## config.mk

```make
export PLATFORM = sky130hd
export DESIGN_NAME = cartridge_mapper_with_serial_eeprom_flat
export DESIGN_NICKNAME = d
export VERILOG_FILES = /design/src/hw/rtl/cmse_pkg.sv /design/src/hw/rtl/cmse_if.sv /design/src/hw/rtl/cmse_ram.sv /design/src/hw/rtl/cmse_front.sv /design/src/hw/rtl/cmse_back.sv /design/src/hw/rtl/cartridge_mapper_with_serial_eeprom.sv /design/src/flat_wrapper.sv
export SDC_FILE = /design/constraint.sdc
export NUM_CORES = 2
export LEC_CHECK = 0
export BUFFER_PORTS_ARGS = -buffer_cell sky130_fd_sc_hd__buf_2
export CORE_MARGIN = 3
export CORE_UTILIZATION = 45
export DETAILED_ROUTE_END_ITERATION = 6
export PLACE_DENSITY = 0.63
export SLEW_MARGIN = 0
export SYNTH_ARGS = -nofsm -noshare
export SYNTH_HDL_FRONTEND = slang
export SYNTH_SLANG_ARGS = --single-unit
```

## constraint.sdc

```tcl
create_clock -name clk -period 14.1 [get_ports clk]
set_clock_uncertainty 0.15 [all_clocks]
set_input_delay 2.82 -clock clk [delete_from_list [all_inputs] [get_ports clk]]
set_output_delay 2.82 -clock clk [all_outputs]
set_load 0.05 [all_outputs]
```

## src/hw/rtl/cmse_pkg.sv

```systemverilog
// ----------------------------------------------------------------------------
// cmse_pkg
// Shared types and constants of the cartridge mapper with serial EEPROM.
// ----------------------------------------------------------------------------
package cmse_pkg;

  typedef enum logic [1:0] {
    REQ_CPU_WRITE = 2'd0,
    REQ_CPU_READ  = 2'd1,
    REQ_PPU_READ  = 2'd2,
    REQ_TICK      = 2'd3
  } req_type_t;

  typedef enum logic [5:0] {
    MODE_STANDBY      = 6'b000001,
    MODE_STANDBY_END  = 6'b000010,
    MODE_RW_SELECT    = 6'b000100,
    MODE_WAIT_ADDRESS = 6'b001000,
    MODE_WAIT_DATA    = 6'b010000,
    MODE_OUTPUT       = 6'b100000
  } serial_mode_t;

  typedef enum logic [1:0] {
    KIND_UNKNOWN = 2'd0,
    KIND_128     = 2'd1,
    KIND_256     = 2'd2
  } chip_kind_t;

  localparam logic [0:0] CFG_PRG_PAGE_COUNT  = 1'd0;
  localparam logic [0:0] CFG_CHR_ROM_PRESENT = 1'd1;
  localparam int         CFG_DATA_W          = 9;

  localparam logic [15:0] ADDR_SAVE_BASE = 16'h6000;
  localparam logic [7:0]  LN_SCL         = 8'h20;
  localparam logic [7:0]  LN_SDA         = 8'h40;

  // classified request handed from front to back
  typedef struct packed {
    logic       wr_low;    // cpu write that loads a mapper register
    logic       wr_serial; // cpu write to the line register
    logic       rd_prg;
    logic       rd_save;
    logic       rd_ppu;
    logic       tick;
    logic [3:0] nib;
    logic [15:0] address;
    logic [7:0] data;
  } cmd_t;

  function automatic logic [7:0] mirror_byte(input logic [7:0] v);
    logic [7:0] r;
    for (int i = 0; i < 8; i++) begin
      r[7-i] = v[i];
    end
    return r;
  endfunction

  function automatic logic [3:0] nt_map(input logic [1:0] m);
    logic [3:0] r;
    unique case (m)
      2'd0: r = 4'hC;
      2'd1: r = 4'hA;
      2'd2: r = 4'h0;
      default: r = 4'hF;
    endcase
    return r;
  endfunction

endpackage

```

## src/hw/rtl/cmse_if.sv

```systemverilog
// ----------------------------------------------------------------------------
// cmse_in_if / cmse_out_if
// Valid/ready channels carrying requests and results.
// ----------------------------------------------------------------------------
interface cmse_in_if;
  logic        valid;
  logic        ready;
  logic [1:0]  req_type;
  logic [15:0] address;
  logic [7:0]  data;
  modport source (output valid, req_type, address, data, input ready);
  modport sink   (input valid, req_type, address, data, output ready);
endinterface

interface cmse_out_if;
  logic        valid;
  logic        ready;
  logic [7:0]  read_data;
  logic        prg_hit;
  logic [21:0] prg_address;
  logic [17:0] chr_address;
  logic [3:0]  nametable_map;
  logic        irq_line;
  modport source (output valid, read_data, prg_hit, prg_address, chr_address,
                  nametable_map, irq_line, input ready);
  modport sink   (input valid, read_data, prg_hit, prg_address, chr_address,
                  nametable_map, irq_line, output ready);
endinterface

```

## src/hw/rtl/cmse_ram.sv

```systemverilog
// ----------------------------------------------------------------------------
// cmse_ram
// Generic single-port RAM with registered read.
// ----------------------------------------------------------------------------
module cmse_ram #(
  parameter int WIDTH = 8,
  parameter int DEPTH = 256
) (
  input  logic                     clk,
  input  logic                     we,
  input  logic [$clog2(DEPTH)-1:0] addr,
  input  logic [WIDTH-1:0]         wdata,
  output logic [WIDTH-1:0]         rdata
);
  logic [WIDTH-1:0] mem [DEPTH];

  always_ff @(posedge clk) begin
    if (we) begin
      mem[addr] <= wdata;
    end
    rdata <= mem[addr];
  end
endmodule

```

## src/hw/rtl/cmse_front.sv

```systemverilog
// ----------------------------------------------------------------------------
// cmse_front
// Classify incoming requests into a two-entry queue.
// ----------------------------------------------------------------------------
module cmse_front (
  input  logic             clk,
  input  logic             rst_n,
  cmse_in_if.sink          in_ch,
  output logic             q_valid,
  output cmse_pkg::cmd_t   q_cmd,
  input  logic             q_pop
);
  cmse_pkg::cmd_t   ent_r [2];
  logic             rd_ptr_r, wr_ptr_r;
  logic [1:0]       cnt_r;
  cmse_pkg::cmd_t   cls;
  logic             push;
  logic             hi;

  assign in_ch.ready = (cnt_r != 2'd2);
  assign push        = in_ch.valid && in_ch.ready;
  assign q_valid     = (cnt_r != 2'd0);
  assign q_cmd       = ent_r[rd_ptr_r];
  assign hi          = (in_ch.address >= cmse_pkg::ADDR_SAVE_BASE);

  always_comb begin
    cls           = '0;
    cls.nib       = in_ch.address[3:0];
    cls.address   = in_ch.address;
    cls.data      = in_ch.data;
    unique case (cmse_pkg::req_type_t'(in_ch.req_type))
      cmse_pkg::REQ_CPU_WRITE: begin
        cls.wr_serial = hi && (in_ch.address[3:0] == 4'hD);
        cls.wr_low    = hi && (in_ch.address[3:0] < 4'hD);
      end
      cmse_pkg::REQ_CPU_READ: begin
        cls.rd_prg  = in_ch.address[15];
        cls.rd_save = hi && !in_ch.address[15];
      end
      cmse_pkg::REQ_PPU_READ: cls.rd_ppu = 1'b1;
      default:                cls.tick   = 1'b1;
    endcase
  end

  always_ff @(posedge clk) begin
    if (push) begin
      ent_r[wr_ptr_r] <= cls;
    end
  end

  always_ff @(posedge clk) begin
    if (!rst_n) begin
      rd_ptr_r <= 1'b0;
      wr_ptr_r <= 1'b0;
      cnt_r    <= 2'd0;
    end else begin
      if (push)  wr_ptr_r <= !wr_ptr_r;
      if (q_pop) rd_ptr_r <= !rd_ptr_r;
      cnt_r <= cnt_r + {1'b0, push} - {1'b0, q_pop};
    end
  end
endmodule

```

## src/hw/rtl/cmse_back.sv

```systemverilog
// ----------------------------------------------------------------------------
// cmse_back
// Execute classified requests: mapper registers, IRQ counter, EEPROM.
// ----------------------------------------------------------------------------
module cmse_back #(
  parameter int SAVE_BYTES = 256
) (
  input  logic           clk,
  input  logic           rst_n,
  input  logic           q_valid,
  input  cmse_pkg::cmd_t q_cmd,
  output logic           q_pop,
  input  logic [8:0]     prg_page_count,
  input  logic           chr_rom_present,
  cmse_out_if.source     out_ch
);
  localparam int AW = $clog2(SAVE_BYTES);

  // store cleared after reset by a sweep
  logic [AW:0]   clr_cnt_r;
  logic          clearing;

  logic [7:0]  chr_banks_r [8];
  logic [7:0]  prg_bank_r;
  logic [1:0]  mirror_mode_r;
  logic [15:0] irq_count_r, irq_count_nxt;
  logic        irq_on_r, irq_on_nxt, irq_pending_r, irq_pending_nxt;
  logic [7:0]  line_reg_r;
  cmse_pkg::serial_mode_t mode_r, mode_nxt;
  cmse_pkg::chip_kind_t   kind_r, kind_nxt;
  logic [3:0]  bit_count_r, bit_count_nxt;
  logic [7:0]  shift_r, shift_nxt;
  logic [7:0]  word_ptr_r, word_ptr_nxt;
  logic [7:0]  out_byte_r;
  logic        out_load_r, out_load_nxt; // out_byte is the RAM read data

  logic          ram_we;
  logic [AW-1:0] ram_addr;
  logic [7:0]    ram_wdata, ram_rdata, out_byte;

  logic          go;
  logic          ovalid_r;
  logic [7:0]    rd_r;
  logic          hit_r;
  logic [21:0]   paddr_r;
  logic [17:0]   caddr_r;

  assign clearing = !clr_cnt_r[AW];
  assign go       = q_valid && !clearing && (!ovalid_r || out_ch.ready);
  assign q_pop    = go;
  assign out_byte = out_load_r ? ram_rdata : out_byte_r;

  cmse_ram #(.WIDTH(8), .DEPTH(SAVE_BYTES)) u_ram (
    .clk(clk), .we(ram_we), .addr(ram_addr), .wdata(ram_wdata), .rdata(ram_rdata)
  );

  // serial engine
  always_comb begin
    logic [7:0] pv, nv, sb, rp;
    logic       rdir;
    mode_nxt      = mode_r;
    kind_nxt      = kind_r;
    bit_count_nxt = bit_count_r;
    shift_nxt     = shift_r;
    word_ptr_nxt  = word_ptr_r;
    out_load_nxt  = 1'b0;
    ram_we        = 1'b0;
    ram_addr      = clr_cnt_r[AW-1:0];
    ram_wdata     = 8'd0;
    pv            = line_reg_r;
    nv            = q_cmd.data;
    sb            = 8'd0;
    rp            = 8'd0;
    rdir          = 1'b0;
    if (clearing) begin
      ram_we = 1'b1;
    end else if (go && q_cmd.wr_serial) begin
      if ((pv & nv & cmse_pkg::LN_SCL) != 0 && pv[6] && !nv[6]) begin
        mode_nxt      = cmse_pkg::MODE_STANDBY_END;
        bit_count_nxt = 4'd0;
        shift_nxt     = 8'd0;
      end
      if (mode_nxt != cmse_pkg::MODE_STANDBY) begin
        if ((pv & nv & cmse_pkg::LN_SCL) != 0 && !pv[6] && nv[6]) begin
          mode_nxt = cmse_pkg::MODE_STANDBY;
        end else if (pv[5] && !nv[5]) begin
          if (mode_nxt == cmse_pkg::MODE_STANDBY_END) begin
            mode_nxt = cmse_pkg::MODE_RW_SELECT;
          end else if (bit_count_nxt < 4'd8) begin
            if (mode_nxt != cmse_pkg::MODE_OUTPUT) begin
              if (nv[6]) begin
                if (kind_nxt == cmse_pkg::KIND_128)
                  shift_nxt = shift_nxt | (8'h01 << bit_count_nxt[2:0]);
                else
                  shift_nxt = shift_nxt | (8'h80 >> bit_count_nxt[2:0]);
              end
              bit_count_nxt = bit_count_nxt + 4'd1;
            end else if (nv[6]) begin
              bit_count_nxt = bit_count_nxt + 4'd1;
            end
          end else begin
            bit_count_nxt = bit_count_nxt + 4'd1;
          end
          if (bit_count_nxt == 4'd9) begin
            sb = shift_nxt;
            if (kind_nxt == cmse_pkg::KIND_UNKNOWN) begin
              if (sb[7:4] == 4'hA) begin
                kind_nxt = cmse_pkg::KIND_256;
              end else begin
                kind_nxt = cmse_pkg::KIND_128;
                sb       = cmse_pkg::mirror_byte(sb);
              end
            end
            priority case (mode_nxt)
              cmse_pkg::MODE_RW_SELECT: begin
                rp = word_ptr_nxt;
                if (kind_nxt == cmse_pkg::KIND_256) begin
                  rdir     = sb[0];
                  mode_nxt = rdir ? cmse_pkg::MODE_OUTPUT : cmse_pkg::MODE_WAIT_ADDRESS;
                end else begin
                  rdir         = sb[7];
                  word_ptr_nxt = {1'b0, sb[6:0]};
                  rp           = word_ptr_nxt;
                  mode_nxt     = rdir ? cmse_pkg::MODE_OUTPUT : cmse_pkg::MODE_WAIT_DATA;
                end
                if (rdir) begin
                  ram_addr     = rp[AW-1:0];
                  out_load_nxt = 1'b1;
                end
              end
              cmse_pkg::MODE_WAIT_ADDRESS: begin
                word_ptr_nxt = sb;
                mode_nxt     = cmse_pkg::MODE_WAIT_DATA;
              end
              cmse_pkg::MODE_WAIT_DATA: begin
                ram_we       = 1'b1;
                ram_addr     = word_ptr_nxt[AW-1:0];
                ram_wdata    = sb;
                word_ptr_nxt = {word_ptr_nxt[7:3], word_ptr_nxt[2:0] + 3'd1};
              end
              cmse_pkg::MODE_OUTPUT: begin
                word_ptr_nxt = word_ptr_nxt + 8'd1;
                ram_addr     = word_ptr_nxt[AW-1:0];
                out_load_nxt = 1'b1;
              end
              default: ;
            endcase
            bit_count_nxt = 4'd0;
            shift_nxt     = 8'd0;
          end
        end
      end
    end
  end

  // IRQ counter
  always_comb begin
    irq_count_nxt   = irq_count_r;
    irq_on_nxt      = irq_on_r;
    irq_pending_nxt = irq_pending_r;
    if (go && q_cmd.wr_low) begin
      unique case (q_cmd.nib)
        4'hA: begin
          irq_pending_nxt = 1'b0;
          irq_on_nxt      = q_cmd.data[0];
        end
        4'hB: irq_count_nxt = {irq_count_r[15:8], q_cmd.data};
        4'hC: irq_count_nxt = {q_cmd.data, irq_count_r[7:0]};
        default: ;
      endcase
    end else if (go && q_cmd.tick && irq_on_r) begin
      if (irq_count_r != 16'd0) begin
        irq_count_nxt = irq_count_r - 16'd1;
        if (irq_count_r == 16'd1) irq_pending_nxt = 1'b1;
      end else begin
        irq_count_nxt = 16'hFFFF;
      end
    end
  end

  always_ff @(posedge clk) begin
    if (!rst_n) begin
      clr_cnt_r     <= '0;
      for (int i = 0; i < 8; i++) chr_banks_r[i] <= 8'd0;
      prg_bank_r    <= 8'd0;
      mirror_mode_r <= 2'd0;
      irq_count_r   <= 16'd0;
      irq_on_r      <= 1'b0;
      irq_pending_r <= 1'b0;
      line_reg_r    <= 8'd0;
      mode_r        <= cmse_pkg::MODE_STANDBY;
      kind_r        <= cmse_pkg::KIND_UNKNOWN;
      bit_count_r   <= 4'd0;
      shift_r       <= 8'd0;
      word_ptr_r    <= 8'd0;
      out_byte_r    <= 8'd0;
      out_load_r    <= 1'b0;
      ovalid_r      <= 1'b0;
    end else begin
      if (clearing) clr_cnt_r <= clr_cnt_r + 1'b1;
      irq_count_r   <= irq_count_nxt;
      irq_on_r      <= irq_on_nxt;
      irq_pending_r <= irq_pending_nxt;
      mode_r        <= mode_nxt;
      kind_r        <= kind_nxt;
      bit_count_r   <= bit_count_nxt;
      shift_r       <= shift_nxt;
      word_ptr_r    <= word_ptr_nxt;
      // capture RAM data once it has been read out
      if (out_load_r) out_byte_r <= ram_rdata;
      out_load_r    <= out_load_nxt;
      if (go && q_cmd.wr_serial) line_reg_r <= q_cmd.data;
      if (go && q_cmd.wr_low) begin
        if (!q_cmd.nib[3]) chr_banks_r[q_cmd.nib[2:0]] <= q_cmd.data;
        if (q_cmd.nib == 4'h8) prg_bank_r <= q_cmd.data;
        if (q_cmd.nib == 4'h9) mirror_mode_r <= q_cmd.data[1:0];
      end
      if (go) ovalid_r <= 1'b1;
      else if (out_ch.ready) ovalid_r <= 1'b0;
    end
  end

  // result register
  always_ff @(posedge clk) begin
    if (go) begin
      rd_r    <= 8'd0;
      hit_r   <= q_cmd.rd_prg;
      paddr_r <= 22'd0;
      caddr_r <= 18'd0;
      if (q_cmd.rd_save && mode_nxt == cmse_pkg::MODE_OUTPUT && bit_count_nxt <= 4'd8
          && line_reg_r[7:5] != 3'd0) begin
        if (kind_nxt == cmse_pkg::KIND_256)
          rd_r <= (bit_count_nxt[3] == 1'b0 && out_byte[3'd7 - bit_count_nxt[2:0]]) ?
                  8'h10 : 8'h00;
        else
          rd_r <= (bit_count_nxt[3] == 1'b0 && out_byte[bit_count_nxt[2:0]]) ? 8'h10 : 8'h00;
      end
      if (q_cmd.rd_prg)
        paddr_r <= {(q_cmd.address[14] ? 8'(prg_page_count - 9'd1) : prg_bank_r),
                    q_cmd.address[13:0]};
      if (q_cmd.rd_ppu)
        caddr_r <= chr_rom_present ?
                   {chr_banks_r[q_cmd.address[12:10]], q_cmd.address[9:0]} :
                   {5'd0, q_cmd.address[12:0]};
    end
  end

  assign out_ch.valid         = ovalid_r;
  assign out_ch.read_data     = rd_r;
  assign out_ch.prg_hit       = hit_r;
  assign out_ch.prg_address   = paddr_r;
  assign out_ch.chr_address   = caddr_r;
  assign out_ch.nametable_map = cmse_pkg::nt_map(mirror_mode_r);
  assign out_ch.irq_line      = irq_pending_r;
endmodule

```

## src/hw/rtl/cartridge_mapper_with_serial_eeprom.sv

```systemverilog
// ----------------------------------------------------------------------------
// cartridge_mapper_with_serial_eeprom
// Mapper with banked PRG/CHR, IRQ counter and bit-banged serial EEPROM.
// ----------------------------------------------------------------------------
// Path: an accepted request is held in the queue and then answered from the result register.
// Throughput: one request per cycle outside the clear sweep; the two-entry queue absorbs output stalls.
// Reset: synchronous; after reset the save store is cleared by a sweep over all
// SAVE_BYTES entries, during which the queue takes up to two requests and then the
// input stalls (configuration writes are taken).
module cartridge_mapper_with_serial_eeprom #(
  parameter int SAVE_BYTES = 256
) (
  input  logic       clk,
  input  logic       rst_n,
  cmse_in_if.sink    in_ch,
  cmse_out_if.source out_ch,
  input  logic       cfg_we,
  input  logic [0:0] cfg_index,
  input  logic [cmse_pkg::CFG_DATA_W-1:0] cfg_data
);
  logic           q_valid, q_pop;
  cmse_pkg::cmd_t q_cmd;
  logic [8:0]     prg_page_count_r;
  logic           chr_rom_present_r;

  always_ff @(posedge clk) begin
    if (!rst_n) begin
      prg_page_count_r  <= 9'd16;
      chr_rom_present_r <= 1'b1;
    end else if (cfg_we) begin
      if (cfg_index == cmse_pkg::CFG_PRG_PAGE_COUNT)  prg_page_count_r  <= cfg_data;
      if (cfg_index == cmse_pkg::CFG_CHR_ROM_PRESENT) chr_rom_present_r <= cfg_data[0];
    end
  end

  cmse_front u_front (
    .clk(clk), .rst_n(rst_n), .in_ch(in_ch),
    .q_valid(q_valid), .q_cmd(q_cmd), .q_pop(q_pop)
  );

  cmse_back #(.SAVE_BYTES(SAVE_BYTES)) u_back (
    .clk(clk), .rst_n(rst_n), .q_valid(q_valid), .q_cmd(q_cmd), .q_pop(q_pop),
    .prg_page_count(prg_page_count_r), .chr_rom_present(chr_rom_present_r),
    .out_ch(out_ch)
  );
endmodule
```

## src/flat_wrapper.sv

```systemverilog
// flat-port wrapper written by rule: the top's interface ports become plain ports
module cartridge_mapper_with_serial_eeprom_flat 
#(
  parameter int SAVE_BYTES = 256
)
  (clk, rst_n, cfg_we, cfg_index, cfg_data, in_ch_valid, in_ch_req_type, in_ch_address, in_ch_data, in_ch_ready, out_ch_valid, out_ch_read_data, out_ch_prg_hit, out_ch_prg_address, out_ch_chr_address, out_ch_nametable_map, out_ch_irq_line, out_ch_ready);
  cmse_in_if in_ch_i ();
  cmse_out_if out_ch_i ();
  input  logic clk;
  input  logic rst_n;
  input  logic cfg_we;
  input  logic [0:0] cfg_index;
  input  logic [cmse_pkg::CFG_DATA_W-1:0] cfg_data;
  input wire logic [$bits(in_ch_i.valid)-1:0] in_ch_valid;
  input wire logic [$bits(in_ch_i.req_type)-1:0] in_ch_req_type;
  input wire logic [$bits(in_ch_i.address)-1:0] in_ch_address;
  input wire logic [$bits(in_ch_i.data)-1:0] in_ch_data;
  output wire logic [$bits(in_ch_i.ready)-1:0] in_ch_ready;
  output wire logic [$bits(out_ch_i.valid)-1:0] out_ch_valid;
  output wire logic [$bits(out_ch_i.read_data)-1:0] out_ch_read_data;
  output wire logic [$bits(out_ch_i.prg_hit)-1:0] out_ch_prg_hit;
  output wire logic [$bits(out_ch_i.prg_address)-1:0] out_ch_prg_address;
  output wire logic [$bits(out_ch_i.chr_address)-1:0] out_ch_chr_address;
  output wire logic [$bits(out_ch_i.nametable_map)-1:0] out_ch_nametable_map;
  output wire logic [$bits(out_ch_i.irq_line)-1:0] out_ch_irq_line;
  input wire logic [$bits(out_ch_i.ready)-1:0] out_ch_ready;
  assign in_ch_i.valid = in_ch_valid;
  assign in_ch_i.req_type = in_ch_req_type;
  assign in_ch_i.address = in_ch_address;
  assign in_ch_i.data = in_ch_data;
  assign in_ch_ready = in_ch_i.ready;
  assign out_ch_valid = out_ch_i.valid;
  assign out_ch_read_data = out_ch_i.read_data;
  assign out_ch_prg_hit = out_ch_i.prg_hit;
  assign out_ch_prg_address = out_ch_i.prg_address;
  assign out_ch_chr_address = out_ch_i.chr_address;
  assign out_ch_nametable_map = out_ch_i.nametable_map;
  assign out_ch_irq_line = out_ch_i.irq_line;
  assign out_ch_i.ready = out_ch_ready;
  cartridge_mapper_with_serial_eeprom #(.SAVE_BYTES(SAVE_BYTES)) u_core (.clk(clk), .rst_n(rst_n), .in_ch(in_ch_i), .out_ch(out_ch_i), .cfg_we(cfg_we), .cfg_index(cfg_index), .cfg_data(cfg_data));
endmodule
```

-- Yosys cells after proc, flatten, opt, wreduce, memory -nomap -nowiden
Memories as Yosys holds them, arrays and structs flattened. A register that Yosys moved wholly into a read port is not among the register bits.
Cells that the tools add are included.
- flip-flop bits (word level): 145
- bits in writable memories: 2180
- input port bits: 41
- logic and storage cells: 297
- memories: 3
- output and inout port bits: 56
- memories (memory ; depth ; width ; rd ports ; clocked after Yosys merged registers in ; write ports ; RTL line ; source):
    u_core.u_back.u_ram.mem ; 256 ; 8 ; 1 ; 1 ; 1 ; cmse_ram.sv:15 ; logic [WIDTH-1:0] mem [DEPTH];
    u_core.u_front.ent_r ; 2 ; 34 ; 1 ; 1 ; 1 ; cmse_front.sv:13 ; cmse_pkg::cmd_t ent_r [2];
    u_core.u_back.chr_banks_r ; 8 ; 8 ; 1 ; 0 ; 8 ; cmse_back.sv:23 ; logic [7:0] chr_banks_r [8];
- shift-type cells: 2
- $lt $le $gt $ge: 6
- add/subtract/negate cells: 9
- mux-type cells: 151
- bitwise operators: 13
- reductions and logical operators: 55
- equality and inequality tests: 30
- operators with widths (kind ; count):
    2-to-1 mux 8 bit ; 43
    2-to-1 mux 6 bit ; 18
    2-to-1 mux 4 bit ; 18
    2-to-1 mux 16 bit ; 3
    2-to-1 mux 1 bit ; 39
    == test 4 bit (second input constant) ; 8
    2-to-1 mux 2 bit ; 16
    one-hot mux 16 bit (2 select lines) ; 1
    one-hot mux 8 bit (4 select lines) ; 1
    one-hot mux 8 bit (3 select lines) ; 1
    logical AND 1 bit ; 20
    == test 16 x 1 -> 1 bit (second input constant) ; 1
    >= comparator 16 x 15 -> 1 bit (second input constant) ; 1
    OR 8 bit ; 2
    nonzero test 16 bit ; 1
    subtractor 16 x 1 -> 16 bit (second input constant) ; 1
    2-to-1 mux 5 bit ; 3
    AND reduction 2 bit ; 7
    2-to-1 mux 13 bit ; 1
    == test 6 bit (second input constant) ; 2
    one-hot mux 4 bit (3 select lines) ; 1
    one-hot mux 6 bit (2 select lines) ; 1
    inverter 1 bit ; 10
    nonzero test 2 bit ; 5
    other kinds (40) ; 62

-- Logic depth before layout (Yosys ltp)
- word-level depth: 44
- gate-level depth with buffers: 28
- mapped depth without buffers: 19

-- By module
From an unflattened synthesis, not the netlist that was laid out.
- cells, all modules: 4751
- area, all modules: 91697.9 um^2
- modules (own cells, without submodules) (module ; area an instance (um^2) ; instances ; cells each ; seq. area each (um^2)):
    cmse_ram ; 78492.8 ; 1 ; 3547 ; 61659.1
    cmse_back ; 10296.1 ; 1 ; 1029 ; 4744.6
    cmse_front ; 2489.9 ; 1 ; 131 ; 1901.8
    cartridge_mapper_with_serial_eeprom ; 419.2 ; 1 ; 44 ; 200.2

-- Worst setup path after synthesis
OpenSTA, ideal clock, no wires.
- path kind: in2reg
- start: in out_ch_ready
- end: mem u_core.u_back.u_ram.mem[0][7] (data pin)
- slack: 1.120 ns
- path buffers: 2
- stages on the path: 10
- data required time: 12.558 ns
- arrival time: 11.438 ns
- setup time: 1.392 ns
- path through: nand2b_1 > nand2b_1 > inv_1 > nand2_1 > nor3_1 > and2_1 > clkbuf_1 > nand2_1 > clkbuf_1 > nor2_1
- longest elaborated chain between the ends: 5
- RTL lines (element ; RTL line ; source):
    start, declared ; flat_wrapper.sv:26 ; input wire logic [$bits(out_ch_i.ready)-1:0] out_ch_ready;
    logical OR 1 bit ; cmse_back.sv:49 ; assign go = q_valid && !clearing && (!ovalid_r || out_ch.ready);
    logical AND 1 bit ; cmse_back.sv:49 ;
    net u_core.q_pop ; cartridge_mapper_with_serial_eeprom.sv:21 ; logic q_valid, q_pop;
    logical AND 1 bit ; cmse_back.sv:77 ; end else if (go && q_cmd.wr_serial) begin
    2-to-1 mux 8 bit ; cmse_back.sv:77 ;
    2-to-1 mux 8 bit ; cmse_back.sv:75 ; if (clearing) begin
    net u_core.u_back.ram_wdata[7] ; cmse_back.sv:39 ; logic [7:0] ram_wdata, ram_rdata, out_byte;
    end, declared ; cmse_ram.sv:15 ;
The timed path passes the listed nets, and every way through them passes these cells.

-- Worst setup path in the final report
- start: in out_ch_ready
- end: mem u_core.u_back.u_ram.mem[242][7], enable pin
- longest elaborated chain between the ends: 7
- elaborated cells on any way between the ends: 9
- those cells by class: mux: 6; reduce/logical: 3
- RTL lines (element ; RTL line ; source):
    logical OR 1 bit (*) ; cmse_back.sv:49 ;
    logical AND 1 bit (*) ; cmse_back.sv:49 ;
    net u_core.q_pop ; cartridge_mapper_with_serial_eeprom.sv:21 ;
    logical AND 1 bit (*) ; cmse_back.sv:77 ;
    2-to-1 mux 1 bit ; cmse_back.sv:77 ;
    2-to-1 mux 1 bit ; cmse_back.sv:75 ;
    2-to-1 mux 1 bit ; cmse_ram.sv:18 ; if (we) begin
    2-to-1 mux 1 bit (implied by the code) ; cmse_ram.sv:19 ; mem[addr] <= wdata;
The timed path passes the listed nets; every way through them passes the cells marked *.

==> results <==
- Yosys printed 0 warnings.
- The number of antenna violations at the first check in global routing was 12.
- The floorplan die width is 466 um.
- The post-detailed-routing wire length is 299000 um.
- The synthesized netlist devotes 8.20% of its cell area to compound gates.
- The maximum net fanout on the critical path is 47.
- Counting the buffers created by CTS gives 230.
- Cells with a size suffix above 1 make up 8.87% of the layout.
- After the last flow step, the layout net total stands at 7543.
- The post-CTS clock slew at the launch and capture registers of the worst setup and hold paths is 0.06 ns.
- After layout, the minimum clock period comes to 9.98 ns.
- The first detailed-routing pass ran for 6 iterations.
- Detailed placement ended at an HPWL of 178000 um.
- The synthesized netlist devotes 0.184% of its cell area to adder and majority cells.
- Summed over all nets, wire length on met2 after detailed routing comes to 132000 um.
- The leading register cell type out of synthesis is sky130_fd_sc_hd__edfxtp_1.
- The reported max-cap violation count is 0.
- The gate count after technology mapping is 7476.
- For the pin with the worst max-slew slack, the measured transition is 1.41 ns.
- The routed layout has 64400 vias.
- The endpoint identified for the worst register-to-register timing path is u_core.u_back.u_ram.mem[242][7]$_DFFE_PP_.
- Counting along the longest clock path gives a buffer depth of 3.
- The largest family of logic cells by synthesized area is simple AND/OR/NAND/NOR gates.
- The static leakage is 36.7 nW.
- The count of pins over their slew limit is 0.
- The cell chosen for the clock root is sky130_fd_sc_hd__clkbuf_16.
- In this run the count of I/O pins placed on the die edge is 97.
- The clock tree from TritonCTS is yes.
- The layout overhead on the synthesized area is 11.4%.
- The maximum vdd drop is 0.111 mV.
- In this run the critical register-to-register path is launched from u_core.u_back.clr_cnt_r[8]$_SDFF_PN0_.
- The number of cells on the worst hold path is 2.
- Dividing the detail-routed via count by the number of cells gives 6.14.
- The commonest non-fill, non-tap cell in the layout is sky130_fd_sc_hd__edfxtp_1.
- After routing the design area is 106000 um^2.
- After routing, the total negative slack on setup checks comes to 0 ns.
- The start point of the worst hold path is u_core.u_back.out_ch.irq_line$_SDFFE_PN0P_.
- During placement, the flow inserted port buffers numbering 88.
- The total die area is 217000 um^2.
- The run finished with clean final reports.
- The number of hold-slack violations in the final timing report is 0.
- After clock tree synthesis, the repair step resized 0 gates.
- The synthesized design contains 2312 register bits.
- Headroom to the max-slew limit came out at 5.86%.
- Counting flops with a built-in enable in the synthesized netlist gives 2212.
- The post-route fraction of the period consumed by the critical path is 70.8%.
- Measured along the y axis, the die boundary spans 466 um.
- The critical path is of the primary input to register type.
- The synthesized area per cell is 12.7 um^2.
- The overall global routing resource usage is 26.9%.
- In the layout the commonest cells are sky130_fd_sc_hd__edfxtp_1, sky130_fd_sc_hd__nand2_1, sky130_fd_sc_hd__nand3_1.
- The floorplan has 168 rows.
- The synthesized netlist contains 96 unique library cells.
- Data arrives at the worst endpoint at 10.30 ns.
- The clock reaches the later pin of the worst-skew pair after 0.88 ns.
- Setup repair after global routing left no endpoint under its margin.
- The kind of start point of the critical path is a primary input.
- The effective utilization at floorplan is 45.3%.
- After Yosys synthesis, and, or, nand and nor cells account for 14.4% of the synthesized area.
- The worst hold path belongs to the class register to register.
- The H-tree depth reported by CTS is 4.
- Summing the areas of all xor and xnor instances in the mapped netlist gives 0.239% of the synthesized area.
- In this run the post-CTS setup repair buffer count came out at 0.
- The worst register-to-register path has a setup slack of 4.91 ns.
- The number of antenna-violating nets in the routed design is 0.
- Counting every sink on the clock net gives 2312.
- Wire segments on met3 add up to 36500 um in the final route.
- The uppermost metal layer occupied by signal nets is met5.
- The beginning of the critical path is out_ch_ready.
- The routability-driven placement congestion ratio is 0.937.
- STA classifies the critical path endpoint as a register.
- The number of global-route vias before repair is 59400.
- The total grt overflow is 0.
- The mapped netlist covers 95200 um^2.
- After clock tree synthesis, the flow added hold-fix buffers numbering 0.
- The count of routing violations after the opening detailed-route iteration is 9330.
- STA puts the critical path data required time at 14.42 ns.
- The first global-routing pass estimated 428000 um of wire.
- The core region is 210000 um^2.
- In this run the cell area measured after placement is 98800 um^2.
- The fraction of registers with async set/reset is 0%.
- The mux share of post-synthesis cell area is 2.52%.
- The detailed router put a total of 116000 um of wire on met1.
- For this design the ratio of total power to cell area is 135 nW/um^2.
- Sequential cells were found to cover 71.9% of the synthesized design area.
- The highest clock frequency the design can meet is 100 MHz.
- The worst hold path terminates at u_core.u_back.out_ch.irq_line$_SDFFE_PN0P_.
- The final number of setup-violating endpoints is 0.
- The number of cells on the worst reg-to-reg path is 13.
- The number of DRC violations after detailed routing is 0.
- Entering global routing, the biggest net connects 221 pins.
- After detailed routing, the average wire length per cell comes to 28.5 um.
## through the flow
step                hold slack (ns)  power (mW)  util [%]  cells  setup slack [ns]
global route                  0.334        14.6      50.5  10500              3.93
detailed placement            0.301        8.46      47.1  10100              3.58
CTS                           0.308        14.3      50.5  10500              4.51
floorplan                     0.287        8.14         -   7482              1.12
global placement              0.296        8.45      47.1  10100              3.70
finish                        0.303        14.3      50.5  10500              4.12
## worst max path at each step
stage                                                endpoint  slack (ns)  depth (start not counted)
floorplan             u_core.u_back.u_ram.mem[0][7]$_DFFE_PP_        1.12                         10
global placement     u_core.u_back.u_ram.mem[75][0]$_DFFE_PP_        3.70                         16
detailed placement   u_core.u_back.u_ram.mem[75][7]$_DFFE_PP_        3.58                         16
CTS                  u_core.u_back.u_ram.mem[96][3]$_DFFE_PP_        4.51                         14
global route             u_core.u_back.u_ram.rdata[5]$_DFF_P_        3.93                         19
finish              u_core.u_back.u_ram.mem[242][7]$_DFFE_PP_        4.12                         14
## sequential cells by signal, summed over array words and instances, names as in the netlist, 9 cells and up, named ones only
name,count
u_core.u_back.out_ch.chr_address,18
u_core.u_back.u_ram.mem,2048
u_core.u_back.clr_cnt_r,9
u_core.u_back.chr_banks_r,64
u_core.u_front.ent_r,58
u_core.u_back.out_ch.prg_address,22
u_core.u_back.irq_count_r,16
## area by class of cell
type                            instances  area, um^2
Clock buffer                          288        6050
Clock inverter                        134        1160
Multi-Input combinational cell       4647       24700
Sequential cell                      2312       68400
Antenna cell                            8        20.0
Inverter                               30         113
Tap cell                             2805        3510
Timing Repair Buffer                  267        2070
Fill cell                           17600      104000
## cell usage after synthesis, types with 22 or more instances
| library cell | n | area, um^2 |
|---|---|---|
| sky130_fd_sc_hd__nor3_1 | 76 | 380 |
| sky130_fd_sc_hd__inv_1 | 29 | 109 |
| sky130_fd_sc_hd__a221oi_1 | 35 | 307 |
| sky130_fd_sc_hd__nand2_1 | 1713 | 6430 |
| sky130_fd_sc_hd__a21oi_1 | 374 | 1870 |
| sky130_fd_sc_hd__a311oi_1 | 54 | 473 |
| sky130_fd_sc_hd__buf_4 | 24 | 180 |
| sky130_fd_sc_hd__buf_2 | 240 | 1200 |
| sky130_fd_sc_hd__a22oi_1 | 100 | 751 |
| sky130_fd_sc_hd__a32oi_1 | 30 | 263 |
| sky130_fd_sc_hd__nor4_1 | 22 | 138 |
| sky130_fd_sc_hd__a211oi_1 | 91 | 683 |
| sky130_fd_sc_hd__dfxtp_1 | 100 | 2000 |
| sky130_fd_sc_hd__nand4_1 | 66 | 413 |
| sky130_fd_sc_hd__nand3_1 | 594 | 2970 |
| sky130_fd_sc_hd__a31oi_1 | 112 | 701 |
| sky130_fd_sc_hd__nor2_1 | 538 | 2020 |
| sky130_fd_sc_hd__clkbuf_1 | 178 | 668 |
| sky130_fd_sc_hd__mux2i_1 | 214 | 2140 |
| sky130_fd_sc_hd__buf_1 | 43 | 161 |
| sky130_fd_sc_hd__and2_1 | 25 | 156 |
| sky130_fd_sc_hd__o211ai_1 | 23 | 173 |
| sky130_fd_sc_hd__edfxtp_1 | 2212 | 66400 |
| sky130_fd_sc_hd__a22o_1 | 25 | 219 |
| sky130_fd_sc_hd__o22ai_1 | 38 | 238 |
| sky130_fd_sc_hd__and3_1 | 82 | 513 |
| sky130_fd_sc_hd__o21ai_0 | 95 | 475 |
## worst max-delay path: stages
cell and delay, ns:
sky130_fd_sc_hd__buf_2 0.07, sky130_fd_sc_hd__nand2b_1 0.13, sky130_fd_sc_hd__nand2b_1 0.16, sky130_fd_sc_hd__inv_2 0.75
sky130_fd_sc_hd__and2_1 0.53, sky130_fd_sc_hd__nand3_1 0.39, sky130_fd_sc_hd__nor2_4 0.54, sky130_fd_sc_hd__nand3_1 0.47
sky130_fd_sc_hd__a2bb2oi_2 0.95, sky130_fd_sc_hd__a21oi_4 0.26, sky130_fd_sc_hd__buf_4 0.36, sky130_fd_sc_hd__nor2_4 0.74
sky130_fd_sc_hd__nand2_2 0.95, sky130_fd_sc_hd__nor2_1 1.10
## where the power goes
group	switching (mW)	total (mW)	internal, mW
combinational	0.628	0.857	0.229
clock	2.62	5.94	3.32
sequential	0.0235	7.48	7.45
total	3.27	14.3	11.0
## routing by layer
metal | GRT usage (%) | vias to the layer above
met5 | 0 | -
met3 | 7.17 | 671
met2 | 39.8 | 3950
li1 | - | 27800
met1 | 37.3 | 31900
met4 | 12.3 | 12
## kinds of logic after synthesis
family | Yosys count
compound gates | 1163
xor+xnor | 26
fa+ha+maj | 14
buf+inv | 523
flops | 2312
mux | 229
other cells | 1
simple gates | 3208
Note: power is estimated with default switching activity, not from simulation.
